`config.mk`:
```
export PLATFORM = sky130hd
export DESIGN_NAME = battery_power_mode_fsm_flat
export DESIGN_NICKNAME = d
export VERILOG_FILES = /design/src/hw/rtl/bpm_pkg.sv /design/src/hw/rtl/bpm_item_if.sv /design/src/hw/rtl/bpm_report_if.sv /design/src/hw/rtl/bpm_cfg_regs.sv /design/src/hw/rtl/bpm_core.sv /design/src/hw/rtl/battery_power_mode_fsm.sv /design/src/flat_wrapper.sv
export SDC_FILE = /design/constraint.sdc
export NUM_CORES = 1
export LEC_CHECK = 0
export ABC_AREA = 1
export BUFFER_PORTS_ARGS = -buffer_cell sky130_fd_sc_hd__clkbuf_2
export CORE_MARGIN = 8
export CORE_UTILIZATION = 35
export CTS_BUF_LIST = sky130_fd_sc_hd__clkbuf_8
export DETAILED_ROUTE_END_ITERATION = 10
export SLEW_MARGIN = 10
export SYNTH_ARGS = -nofsm -noshare
export SYNTH_HDL_FRONTEND = slang
export SYNTH_HIERARCHICAL = 1
export SYNTH_SLANG_ARGS = --single-unit
```
`constraint.sdc`:
```
create_clock -name clk -period 4.22 [get_ports clk]
set_input_delay 0.633 -clock clk [delete_from_list [all_inputs] [get_ports clk]]
set_output_delay 0.633 -clock clk [all_outputs]
set_load 0.005 [all_outputs]
```
`src/hw/rtl/bpm_pkg.sv`:
```
`default_nettype none

package bpm_pkg;

	// Item action codes
	localparam logic [1:0] ACT_UPDATE = 2'd0;
	localparam logic [1:0] ACT_ERROR  = 2'd1;
	localparam logic [1:0] ACT_RESET  = 2'd2;

	// Configuration register indexes
	localparam int unsigned CFG_IDX_W = 3;
	localparam logic [CFG_IDX_W-1:0] REG_FULL      = 3'd0;
	localparam logic [CFG_IDX_W-1:0] REG_NORMAL    = 3'd1;
	localparam logic [CFG_IDX_W-1:0] REG_LOW_POWER = 3'd2;
	localparam logic [CFG_IDX_W-1:0] REG_HIBERNATE = 3'd3;
	localparam logic [CFG_IDX_W-1:0] REG_DEAD      = 3'd4;
	localparam logic [CFG_IDX_W-1:0] REG_MARGIN    = 3'd5;

	localparam int unsigned MV_W     = 14;
	localparam int unsigned MARGIN_W = 10;
	localparam int unsigned MODE_W   = 3;

	// Reset values of the thresholds, in millivolts
	localparam logic [MV_W-1:0]     FULL_MV_RST      = 14'd8200;
	localparam logic [MV_W-1:0]     NORMAL_MV_RST    = 14'd7300;
	localparam logic [MV_W-1:0]     LOW_POWER_MV_RST = 14'd6900;
	localparam logic [MV_W-1:0]     HIBERNATE_MV_RST = 14'd6200;
	localparam logic [MV_W-1:0]     DEAD_MV_RST      = 14'd6000;
	localparam logic [MARGIN_W-1:0] MARGIN_MV_RST    = 10'd300;

	typedef struct packed {
		logic [MV_W-1:0]     full_mv;
		logic [MV_W-1:0]     normal_mv;
		logic [MV_W-1:0]     low_power_mv;
		logic [MV_W-1:0]     hibernate_mv;
		logic [MV_W-1:0]     dead_mv;
		logic [MARGIN_W-1:0] charge_margin_mv;
	} cfg_t;

	typedef struct packed {
		logic [MODE_W-1:0] mode;
		logic [MODE_W-1:0] previous_mode;
		logic              entered;
		logic              is_charging;
		logic              is_full;
		logic              error_flag;
	} res_t;

endpackage

`default_nettype wire

```
`src/hw/rtl/bpm_item_if.sv`:
```
`default_nettype none

interface bpm_item_if;
	logic        valid;
	logic        ready;
	logic [1:0]  action;
	logic [13:0] battery_mv;
	logic [13:0] solar_mv;

	modport source (output valid, action, battery_mv, solar_mv, input ready);
	modport sink (input valid, action, battery_mv, solar_mv, output ready);
endinterface

`default_nettype wire

```
`src/hw/rtl/bpm_report_if.sv`:
```
`default_nettype none

interface bpm_report_if;
	logic       valid;
	logic       ready;
	logic [2:0] mode;
	logic [2:0] previous_mode;
	logic       entered;
	logic       is_charging;
	logic       is_full;
	logic       error_flag;

	modport source (output valid, mode, previous_mode, entered, is_charging, is_full,
		error_flag, input ready);
	modport sink (input valid, mode, previous_mode, entered, is_charging, is_full,
		error_flag, output ready);
endinterface

`default_nettype wire

```
`src/hw/rtl/bpm_cfg_regs.sv`:
```
`default_nettype none

module bpm_cfg_regs (
	input  wire logic                          clk,
	input  wire logic                          arst_n,
	input  wire logic                          cfg_we,
	input  wire logic [bpm_pkg::CFG_IDX_W-1:0] cfg_index,
	input  wire logic [bpm_pkg::MV_W-1:0]      cfg_data,
	output bpm_pkg::cfg_t                      cfg
);
	import bpm_pkg::*;

	cfg_t cfg_q;

	// Write the addressed threshold; unknown indexes are dropped
	always_ff @(posedge clk or negedge arst_n) begin
		if (!arst_n) begin
			cfg_q.full_mv          <= FULL_MV_RST;
			cfg_q.normal_mv        <= NORMAL_MV_RST;
			cfg_q.low_power_mv     <= LOW_POWER_MV_RST;
			cfg_q.hibernate_mv     <= HIBERNATE_MV_RST;
			cfg_q.dead_mv          <= DEAD_MV_RST;
			cfg_q.charge_margin_mv <= MARGIN_MV_RST;
		end else if (cfg_we) begin
			case (cfg_index)
				REG_FULL:      cfg_q.full_mv          <= cfg_data;
				REG_NORMAL:    cfg_q.normal_mv        <= cfg_data;
				REG_LOW_POWER: cfg_q.low_power_mv     <= cfg_data;
				REG_HIBERNATE: cfg_q.hibernate_mv     <= cfg_data;
				REG_DEAD:      cfg_q.dead_mv          <= cfg_data;
				REG_MARGIN:    cfg_q.charge_margin_mv <= cfg_data[MARGIN_W-1:0];
				default: ;
			endcase
		end
	end

	assign cfg = cfg_q;

endmodule

`default_nettype wire

```
`src/hw/rtl/bpm_core.sv`:
```
`default_nettype none

module bpm_core (
	input  wire logic                     clk,
	input  wire logic                     arst_n,
	input  wire bpm_pkg::cfg_t            cfg,
	input  wire logic                     step,
	input  wire logic [1:0]               action,
	input  wire logic [bpm_pkg::MV_W-1:0] battery_mv,
	input  wire logic [bpm_pkg::MV_W-1:0] solar_mv,
	output bpm_pkg::res_t                 res
);
	import bpm_pkg::*;

	typedef enum logic [MODE_W-1:0] {
		ST_BOOT      = 3'd0,
		ST_CHECK     = 3'd1,
		ST_CHARGING  = 3'd2,
		ST_NORMAL    = 3'd3,
		ST_LOW       = 3'd4,
		ST_CRITICAL  = 3'd5,
		ST_HIBERNATE = 3'd6,
		ST_ERROR     = 3'd7
	} mode_t;

	mode_t             mode_q, mode_d, trans;
	logic [MODE_W-1:0] prior_q, prior_d;
	logic              err_q, err_d, rst_q, rst_d, chg_q, chg_d, full_q, full_d;
	logic              is_upd, chg_new, full_new, entered;
	logic [MV_W:0]     bat_plus_margin;

	// Work out the measurement flags
	assign is_upd          = (action == ACT_UPDATE);
	assign bat_plus_margin = {1'b0, battery_mv} + {{(MV_W + 1 - MARGIN_W){1'b0}},
		cfg.charge_margin_mv};
	assign chg_new         = {1'b0, solar_mv} > bat_plus_margin;
	assign full_new        = battery_mv >= cfg.full_mv;

	// Transition rule of the current mode on an update
	always_comb begin
		trans = mode_q;
		case (mode_q)
			ST_BOOT: trans = ST_CHECK;
			ST_CHECK: begin
				if (err_q)                               trans = ST_ERROR;
				else if (battery_mv <= cfg.dead_mv)      trans = ST_HIBERNATE;
				else if (chg_new && !full_new)           trans = ST_CHARGING;
				else if (battery_mv >= cfg.normal_mv)    trans = ST_NORMAL;
				else if (battery_mv >= cfg.low_power_mv) trans = ST_LOW;
				else                                     trans = ST_CRITICAL;
			end
			ST_CHARGING: begin
				if (err_q)         trans = ST_ERROR;
				else if (full_new) trans = ST_CHECK;
			end
			ST_NORMAL: begin
				if (err_q)                          trans = ST_ERROR;
				else if (battery_mv < cfg.normal_mv) trans = ST_LOW;
			end
			ST_LOW: begin
				if (err_q)                               trans = ST_ERROR;
				else if (battery_mv >= cfg.normal_mv)    trans = ST_NORMAL;
				else if (chg_new)                        trans = ST_CHECK;
				else if (battery_mv < cfg.low_power_mv)  trans = ST_CRITICAL;
			end
			ST_CRITICAL: begin
				if (err_q)                               trans = ST_ERROR;
				else if (battery_mv <= cfg.hibernate_mv) trans = ST_HIBERNATE;
				else if (battery_mv >= cfg.low_power_mv) trans = ST_CHECK;
			end
			ST_HIBERNATE: begin
				if (battery_mv > cfg.dead_mv) trans = ST_BOOT;
			end
			ST_ERROR: begin
				if (rst_q) trans = ST_BOOT;
			end
			default: trans = mode_q;
		endcase
	end

	// Next state of all latches for the item at hand
	always_comb begin
		mode_d  = mode_q;
		prior_d = prior_q;
		err_d   = err_q;
		rst_d   = rst_q;
		chg_d   = chg_q;
		full_d  = full_q;
		entered = 1'b0;
		case (action)
			ACT_UPDATE: begin
				chg_d  = chg_new;
				full_d = full_new;
				if (mode_q == ST_ERROR) begin
					err_d = 1'b0;
					rst_d = 1'b0;
				end
				if (trans != mode_q) begin
					prior_d = mode_q;
					mode_d  = trans;
					entered = 1'b1;
				end
			end
			ACT_ERROR: err_d = 1'b1;
			ACT_RESET: rst_d = 1'b1;
			default: ;
		endcase
	end

	// Hold the controller state; advance it when an item leaves the input stage
	always_ff @(posedge clk or negedge arst_n) begin
		if (!arst_n) begin
			mode_q  <= ST_BOOT;
			prior_q <= ST_BOOT;
			err_q   <= 1'b0;
			rst_q   <= 1'b0;
			chg_q   <= 1'b0;
			full_q  <= 1'b0;
		end else if (step) begin
			mode_q  <= mode_d;
			prior_q <= prior_d;
			err_q   <= err_d;
			rst_q   <= rst_d;
			chg_q   <= chg_d;
			full_q  <= full_d;
		end
	end

	// Report for this item (ignored when is_upd is low apart from held values)
	assign res.mode          = mode_d;
	assign res.previous_mode = prior_d;
	assign res.entered       = entered && is_upd;
	assign res.is_charging   = chg_d;
	assign res.is_full       = full_d;
	assign res.error_flag    = err_d;

endmodule

`default_nettype wire

```
`src/hw/rtl/battery_power_mode_fsm.sv`:
```
// Battery power-mode controller.
// Items arrive on the meas channel: action 0 is a measurement update carrying
// battery_mv and solar_mv, action 1 raises a pending error, action 2 requests
// a reset; code 3 is ignored. Each item gives exactly one transaction on the
// report channel with the mode, the mode before the last transition, an entry
// pulse and the charging, full and error flags.
// Thresholds are written over cfg_we / cfg_index / cfg_data; the user must write
// them only while idle, as the block itself does not enforce it. An item
// passes the input register, then the combinational mode update, then the
// report register. Throughput is one item per clock while the receiver does
// not stall, set by the combinational mode update between the two registers.
// When the receiver stalls, the held report waits and one more item is still
// taken into the input register; meas.ready then drops until the report moves.
// Reset clears both valid bits, puts the controller in boot with all flags
// low and loads the default thresholds; no items are in flight afterwards.
`default_nettype none

module battery_power_mode_fsm (
	input  wire logic                          clk,
	input  wire logic                          arst_n,
	input  wire logic                          cfg_we,
	input  wire logic [bpm_pkg::CFG_IDX_W-1:0] cfg_index,
	input  wire logic [bpm_pkg::MV_W-1:0]      cfg_data,
	bpm_item_if.sink                           meas,
	bpm_report_if.source                       report
);
	import bpm_pkg::*;

	cfg_t             cfg;
	res_t             res_nxt, res_q;
	logic             res_valid_q;
	logic             valid_s1, advance;
	logic [1:0]       action_s1;
	logic [MV_W-1:0]  battery_s1, solar_s1;

	bpm_cfg_regs u_cfg (
		.clk       (clk),
		.arst_n    (arst_n),
		.cfg_we    (cfg_we),
		.cfg_index (cfg_index),
		.cfg_data  (cfg_data),
		.cfg       (cfg)
	);

	// Move the staged item on when the report register is empty or being emptied
	assign advance    = valid_s1 && (!res_valid_q || report.ready);
	assign meas.ready = !valid_s1 || advance;

	// Input stage
	always_ff @(posedge clk or negedge arst_n) begin
		if (!arst_n) begin
			valid_s1 <= 1'b0;
		end else if (meas.ready) begin
			valid_s1 <= meas.valid;
		end
	end

	always_ff @(posedge clk) begin
		if (meas.ready && meas.valid) begin
			action_s1  <= meas.action;
			battery_s1 <= meas.battery_mv;
			solar_s1   <= meas.solar_mv;
		end
	end

	bpm_core u_core (
		.clk        (clk),
		.arst_n     (arst_n),
		.cfg        (cfg),
		.step       (advance),
		.action     (action_s1),
		.battery_mv (battery_s1),
		.solar_mv   (solar_s1),
		.res        (res_nxt)
	);

	// Report register
	always_ff @(posedge clk or negedge arst_n) begin
		if (!arst_n) begin
			res_valid_q <= 1'b0;
		end else if (advance) begin
			res_valid_q <= 1'b1;
		end else if (report.ready) begin
			res_valid_q <= 1'b0;
		end
	end

	always_ff @(posedge clk) begin
		if (advance) begin
			res_q <= res_nxt;
		end
	end

	assign report.valid         = res_valid_q;
	assign report.mode          = res_q.mode;
	assign report.previous_mode = res_q.previous_mode;
	assign report.entered       = res_q.entered;
	assign report.is_charging   = res_q.is_charging;
	assign report.is_full       = res_q.is_full;
	assign report.error_flag    = res_q.error_flag;

endmodule

`default_nettype wire
```
`src/flat_wrapper.sv`:
```
// flat-port wrapper written by rule: the top's interface ports become plain ports
module battery_power_mode_fsm_flat import bpm_pkg::*;
  (clk, arst_n, cfg_we, cfg_index, cfg_data, meas_valid, meas_action, meas_battery_mv, meas_solar_mv, meas_ready, report_valid, report_mode, report_previous_mode, report_entered, report_is_charging, report_is_full, report_error_flag, report_ready);
  bpm_item_if meas_i ();
  bpm_report_if report_i ();
  input  wire logic clk;
  input  wire logic arst_n;
  input  wire logic cfg_we;
  input  wire logic [bpm_pkg::CFG_IDX_W-1:0] cfg_index;
  input  wire logic [bpm_pkg::MV_W-1:0] cfg_data;
  input wire logic [$bits(meas_i.valid)-1:0] meas_valid;
  input wire logic [$bits(meas_i.action)-1:0] meas_action;
  input wire logic [$bits(meas_i.battery_mv)-1:0] meas_battery_mv;
  input wire logic [$bits(meas_i.solar_mv)-1:0] meas_solar_mv;
  output wire logic [$bits(meas_i.ready)-1:0] meas_ready;
  output wire logic [$bits(report_i.valid)-1:0] report_valid;
  output wire logic [$bits(report_i.mode)-1:0] report_mode;
  output wire logic [$bits(report_i.previous_mode)-1:0] report_previous_mode;
  output wire logic [$bits(report_i.entered)-1:0] report_entered;
  output wire logic [$bits(report_i.is_charging)-1:0] report_is_charging;
  output wire logic [$bits(report_i.is_full)-1:0] report_is_full;
  output wire logic [$bits(report_i.error_flag)-1:0] report_error_flag;
  input wire logic [$bits(report_i.ready)-1:0] report_ready;
  assign meas_i.valid = meas_valid;
  assign meas_i.action = meas_action;
  assign meas_i.battery_mv = meas_battery_mv;
  assign meas_i.solar_mv = meas_solar_mv;
  assign meas_ready = meas_i.ready;
  assign report_valid = report_i.valid;
  assign report_mode = report_i.mode;
  assign report_previous_mode = report_i.previous_mode;
  assign report_entered = report_i.entered;
  assign report_is_charging = report_i.is_charging;
  assign report_is_full = report_i.is_full;
  assign report_error_flag = report_i.error_flag;
  assign report_i.ready = report_ready;
  battery_power_mode_fsm u_core (.clk(clk), .arst_n(arst_n), .cfg_we(cfg_we), .cfg_index(cfg_index), .cfg_data(cfg_data), .meas(meas_i), .report(report_i));
endmodule
```
==> impl_metrics.tcl, run 1 <==
set metrics [dict create \
    cts_buffers 17 \
    crit_cells 27 \
    reg2reg_from "u_core/u_cfg/cfg[2]" \
    ys_seq_area_share_pct 43.4 \
    total_power_uw 4290 \
    drive_gt1_share_pct 17.3 \
    fin_nets 1252 \
    io_buffers 63 \
    endpoint_kind "flip-flop" \
    dieArea_sq_um 28500 \
    num_rows 56 \
    postRouteAntennaNets 0 \
    viasPerCell 4.67 \
    initial_core_util_pct 35.2 \
    overflow 0 \
    place_congestion 0.889 \
    rsz0062_at_grt "yes" \
    synth_top_area_share_pct 18.7 \
    dp_slack_ns 0.0935 \
    synth_most_common_cell "nand2_1" \
    yosysUniqueCellTypes 41 \
    synth_edf_count 40 \
    grt_antenna_before_repair 0 \
    power.density_nw_per_um2 452 \
    insertion_delay_ns 0.46 \
    crit_fanout 5 \
    cpMaxStageDelayCell "dfstp_2" \
    netlist_area_sq_um 8170 \
    grt_util_all_layers_pct 15.0 \
    clockBufferDepth 2 \
    tightest_slew_ns 1.19 \
    placed_area_sq_um 8900 \
    die-height_um 169 \
    ys.warnings.count 6 \
    drtIter0Drc 452 \
    wl_per_cell_um 14.4 \
    cp.required_ns 4.44 \
    cts.htree.levels 4 \
    clock_sinks 132 \
    vdd_drop_max_v 0.000170 \
    maxCapViolations 0 \
    ys_async_sr_fraction_pct 69.7 \
    hold_buffers 0 \
    drc 0 \
    cts_tree "built" \
    hold_violations 0 \
    wirelength_um 20800 \
    worst_path_most_repeated_cell "nand2_1" \
    synth_commonest_cells "nand2_1 (365), inv_1 (137), ha_1 (94), nand3_1 (88), dfrtp_1 (61)" \
    coreArea_sq_um 23200 \
    fin_crit_ns 3.97 \
    setup_viol 0 \
    dr.pass1.iters 5 \
    dr_total_vias 6708 \
    grt_pass1_wl_um 33600 \
    ys.flop_type "dfrtp_1" \
    detailed_place_hpwl_um 15300 \
    r2r_cells 27 \
    grt_pass1_vias 6638 \
    status "finished, final reports clean" \
    synthTopCellsByArea "dfrtp_1 (19%), nand2_1 (17%), edfxtp_1 (15%)" \
    fin_area_sq_um 9490 \
    finClkSkew_ns 0.0131 \
    slew_violations 0 \
    crit_arrival_ns 4.19 \
    synth_seq_cells 132 \
    r2r_end "u_core/report.previous_mode[2]" \
    setup_ws_ns 0.252 \
    path_class "reg2reg" \
    path_buf_inv 2 \
    synth_cells 1017 \
    critical_path.max_stage_delay_ns 0.54 \
    hold_class "in2async" \
    die-width_um 169 \
    p_leak_uw 0.00491 \
    clk_pin_slew_worst_paths_ns 0.08 \
    cpLargestDelayFamily "simple AND/OR/NAND/NOR gates" \
    synth_area_leader_cell "dfrtp_1" \
    max_freq_mhz 252 \
    rrSetupSlack_ns 0.25 \
    grt_max_degree 77 \
    area_delta_synth_final_pct 16.2 \
    start_kind "flip-flop" \
    synth_nets 1164 \
    pin_count 64 \
    slew_headroom_pct 20.5 \
    timing.final.crit_share_pct 94.0 \
    n_antenna_cell 0 \
    synth.avg_cell_area_sq_um 8.03 \
    clock-root-buffer "clkbuf_8" \
]
## per-stage QoR
stage,util (%),hold WS [ns],TNS (ns),instances
global route,40.9,0.321,-0.134,1437
CTS,40.0,0.323,0,1425
floorplan,-,0.337,0,1017
finish,40.9,0.342,0,1437
detailed placement,38.4,0.453,0,1393
global placement,38.4,0.450,0,1393
## timing repair
action                                  4_1_cts  5_1_grt
gates resized for setup                       0       26
setup buffers                                 0       12
hold endpoints to repair                      0        0
endpoints found under the setup margin        0       12
## flip-flops by register name, summed over array words and instances, names as in the netlist, 2 cells and up
register                     flops
u_core/u_cfg/cfg                80
u_core/battery_s1               14
u_core/solar_s1                 14
u_core/report.mode               3
u_core/report.previous_mode      3
u_core/u_core/mode_q             3
u_core/u_core/prior_q            3
u_core/action_s1                 2
## power breakdown
part	switching, uW	leakage, uW	total, uW	internal [uW]
logic	896	0.00324	1490	599
registers	144	0.00147	1740	1600
clock network	521	0.000194	1060	535
total	1560	0.00491	4290	2730
## placed cells by master, fill, tap and decap left out, types with 7 or more instances in the layout
master	netlist	layout
nand4_1	10	10
edfxtp_1	40	40
buf_4	4	29
nand2_1	365	362
clkbuf_8	0	18
nor3_1	11	10
ha_1	94	90
dfstp_2	31	31
clkbuf_2	0	62
nand3_1	88	85
nor2_2	6	7
xor2_1	7	7
a21oi_1	40	37
dfrtp_1	61	61
nor2_1	45	43
inv_1	137	136
o21ai_0	16	15
## kinds of logic (layout without fill, tap and decap cells)
logic type / count (synthesis) / after routing / share of synthesized area [%]
adders and majority gates: 95 / 95 / 14.6
and+or+nand+nor: 540 / 540 / 27.7
xor gates and xnor gates: 12 / 12 / 1.29
DFF: 132 / 132 / 43.4
AOI/OAI and AO/OA: 74 / 74 / 5.10
buffers and inverters: 164 / 265 / 7.94
## routing by layer
| metal | part of all wire [%] | vias to the layer above | track usage, % |
|---|---|---|---|
| met3 | 3.8 | 22 | 2.91 |
| met1 | 48 | 3115 | 19.5 |
| met5 | 0 | - | 0 |
| met2 | 47 | 130 | 24.6 |
| met4 | 1.5 | 0 | 4.77 |
| li1 | - | 3441 | - |
## worst max-delay path by stage
| stage | start | slack, ns | endpoint |
|---|---|---|---|
| floorplan | u_core/battery_s1[5] | 0.39 | u_core/report.previous_mode[1] |
| global placement | u_core/battery_s1[6] | 0.15 | u_core/report.previous_mode[0] |
| detailed placement | u_core/battery_s1[6] | 0.09 | u_core/report.previous_mode[0] |
| CTS | u_core/battery_s1[6] | 0.09 | u_core/report.previous_mode[1] |
| global route | u_core/battery_s1[3] | -0.06 | u_core/report.previous_mode[2] |
| finish | u_core/u_cfg/cfg[2] | 0.25 | u_core/report.previous_mode[2] |
## area by class of cell
class	count	area [sq um]
Clock buffer	18	248
Clock inverter	14	136
Fill cell	2355	13700
Inverter	142	536
Multi-Input combinational cell	721	4110
Sequential cell	132	3540
Tap cell	319	399
Timing Repair Buffer	91	528
(Power assumes the default switching activity.)
==> inputs of run 2 (changes only) <==
--- a/config.mk
+++ b/config.mk
@@ -8,9 +8,10 @@
 export ABC_AREA = 1
 export BUFFER_PORTS_ARGS = -buffer_cell sky130_fd_sc_hd__clkbuf_2
 export CORE_MARGIN = 8
-export CORE_UTILIZATION = 35
+export CORE_UTILIZATION = 51
 export CTS_BUF_LIST = sky130_fd_sc_hd__clkbuf_8
 export DETAILED_ROUTE_END_ITERATION = 10
+export PLACE_DENSITY = 0.69
 export SLEW_MARGIN = 10
 export SYNTH_ARGS = -nofsm -noshare
 export SYNTH_HDL_FRONTEND = slang
==> run 2 against run 1 <==
Worst hold slack lost 0.0031 ns. Die area shrank 29%. Combinational power is essentially flat. Sequential power is essentially flat. Utilization grew 19 points. Via count grew 1.1%. Critical path type unchanged. Largest cell class unchanged.
==> impl_metrics.tcl, run 2 (synthesis results as in run 1) <==
set metrics [dict create \
    drtIter0Drc 462 \
    slew_violations 0 \
    fin_crit_ns 4.05 \
    grt_pass1_wl_um 32500 \
    grt_util_all_layers_pct 20.6 \
    clock_sinks 132 \
    endpoint_kind "flip-flop" \
    dr_total_vias 6785 \
    maxCapViolations 0 \
    crit_fanout 4 \
    reg2reg_from "u_core/battery_s1[5]" \
    final_common_cell "nand2_1" \
    status "finished, final reports clean" \
    dr.pass1.iters 5 \
    hold_class "in2async" \
    highest_layer "met4" \
    area_delta_synth_final_pct 14.9 \
    wl_met1_um 9420 \
    path_class "reg2reg" \
    place_congestion 0.947 \
    largest_reg_flops 80 \
    overflow 0 \
    cts_tree "built" \
    cp.required_ns 4.44 \
    clk_pin_slew_worst_paths_ns 0.08 \
    wirelength_um 20300 \
    initial_core_util_pct 51.8 \
    finClkSkew_ns 0.0150 \
    clockBufferDepth 2 \
    cts_buffers 17 \
    power.density_nw_per_um2 468 \
    start_kind "flip-flop" \
    vdd_drop_max_v 0.000307 \
    setup_ws_ns 0.169 \
    die-width_um 143 \
    dr_wl_met2_um 9490 \
    rsz0062_at_grt "yes" \
    stdcell_count 1327 \
    grt_max_degree 76 \
    cts.htree.levels 4 \
    clock-root-buffer "clkbuf_8" \
    hold_violations 0 \
    grt_pass1_vias 6485 \
    num_rows 46 \
    r2r_end "u_core/report.previous_mode[0]" \
    met3_length_um 1010 \
    fin_nets 1245 \
    crit_arrival_ns 4.27 \
    r2r_cells 27 \
    timing.final.crit_share_pct 96.0 \
    detailed_place_hpwl_um 14400 \
    setup_viol 0 \
    drive_gt1_share_pct 17.2 \
    p_leak_uw 0.00490 \
    dieArea_sq_um 20300 \
    pin_count 64 \
    total_power_uw 4400 \
    postRouteAntennaNets 0 \
    hold_buffers 0 \
    max_freq_mhz 247 \
    dp_cells 1287 \
    tightest_slew_ns 0.999 \
    wl_per_cell_um 15.3 \
    slew_headroom_pct 33.4 \
    drc 0 \
    rrSetupSlack_ns 0.17 \
    viasPerCell 5.11 \
    grt_antenna_before_repair 0 \
    coreArea_sq_um 15800 \
    n_antenna_cell 0 \
    die-height_um 143 \
    dp_slack_ns 0.0863 \
    insertion_delay_ns 0.46 \
    io_buffers 63 \
    final_cell_mix "nand2_1 (361), inv_1 (137), ha_1 (89)" \
]
run 2: changes by cell type in the layout (fill, tap and decap cells not counted), moves of 2 or more:
cell	previous run	this run
and2_1	3	1
and2_4	1	3
buf_4	29	22
bufinv_16	2	4
ha_4	3	5
run 2: repair_timing:
| action | CTS | global route |
|---|---|---|
| gates resized for setup | 0 | 31 |
| setup buffers | 0 | 8 |
| setup endpoints to repair | 0 | 7 |
| hold endpoints to repair | 0 | 0 |
run 2: how the worst max path moves through the flow:
stage	startpoint	cells past startpoint	slack [ns]	endpoint
2_1_floorplan	u_core/battery_s1[5]	26	0.39	u_core/report.previous_mode[1]
3_3_place_gp	u_core/battery_s1[5]	26	0.20	u_core/report.previous_mode[1]
3_5_place_dp	u_core/battery_s1[6]	26	0.09	u_core/report.previous_mode[1]
4_1_cts	u_core/battery_s1[6]	26	0.07	u_core/report.previous_mode[1]
5_1_grt	u_core/battery_s1[5]	27	-0.11	u_core/report.previous_mode[1]
6_report	u_core/battery_s1[5]	27	0.17	u_core/report.previous_mode[0]
run 2: area by class of cell:
type / count / area [sq um]
Multi-Input combinational cell: 721 / 4130
Clock buffer: 18 / 248
Clock inverter: 14 / 185
Tap cell: 216 / 270
Sequential cell: 132 / 3540
Fill cell: 1446 / 6380
Inverter: 142 / 536
Timing Repair Buffer: 84 / 475
run 2: layer usage:
metal,global-route usage [%],vias up
met4,8.50,0
met2,32.7,171
met3,4.23,26
met1,26.8,3156
met5,0,-
li1,-,3432
run 2: report_power, final:
part | switching (uW) | internal [uW]
logic | 896 | 581
clock network | 515 | 656
registers | 150 | 1600
run 2: stage by stage:
step	hold slack [ns]	instance area [sq um]	utilization [%]	setup TNS, ns
floorplan	0.337	8170	-	0
global placement	0.451	8740	55.4	0
detailed placement	0.453	8740	55.4	0
CTS	0.314	9180	58.2	0
global route	0.313	9390	59.5	-0.323
finish	0.339	9390	59.5	0
run 2: worst max-delay path: stages (launching register included):
cell,delay [ns]
edfxtp_1,0.44
ha_4,0.32
inv_4,0.04
nor4_2,0.28
nand2_1,0.13
o311ai_4,0.10
a21oi_2,0.11
o21bai_2,0.20
a21oi_2,0.09
nor3_2,0.19
xnor2_1,0.10
ha_1,0.34
nand3_2,0.10
nor2_2,0.08
nand4_1,0.12
nand2_2,0.11
nor2_4,0.04
nand2_2,0.09
nand3_2,0.08
a21oi_2,0.16
nand2_1,0.08
nand2_1,0.06
nand2_1,0.06
nor2_2,0.09
nand2_2,0.10
nand2_4,0.10
nand2_2,0.06
and2_4,0.13
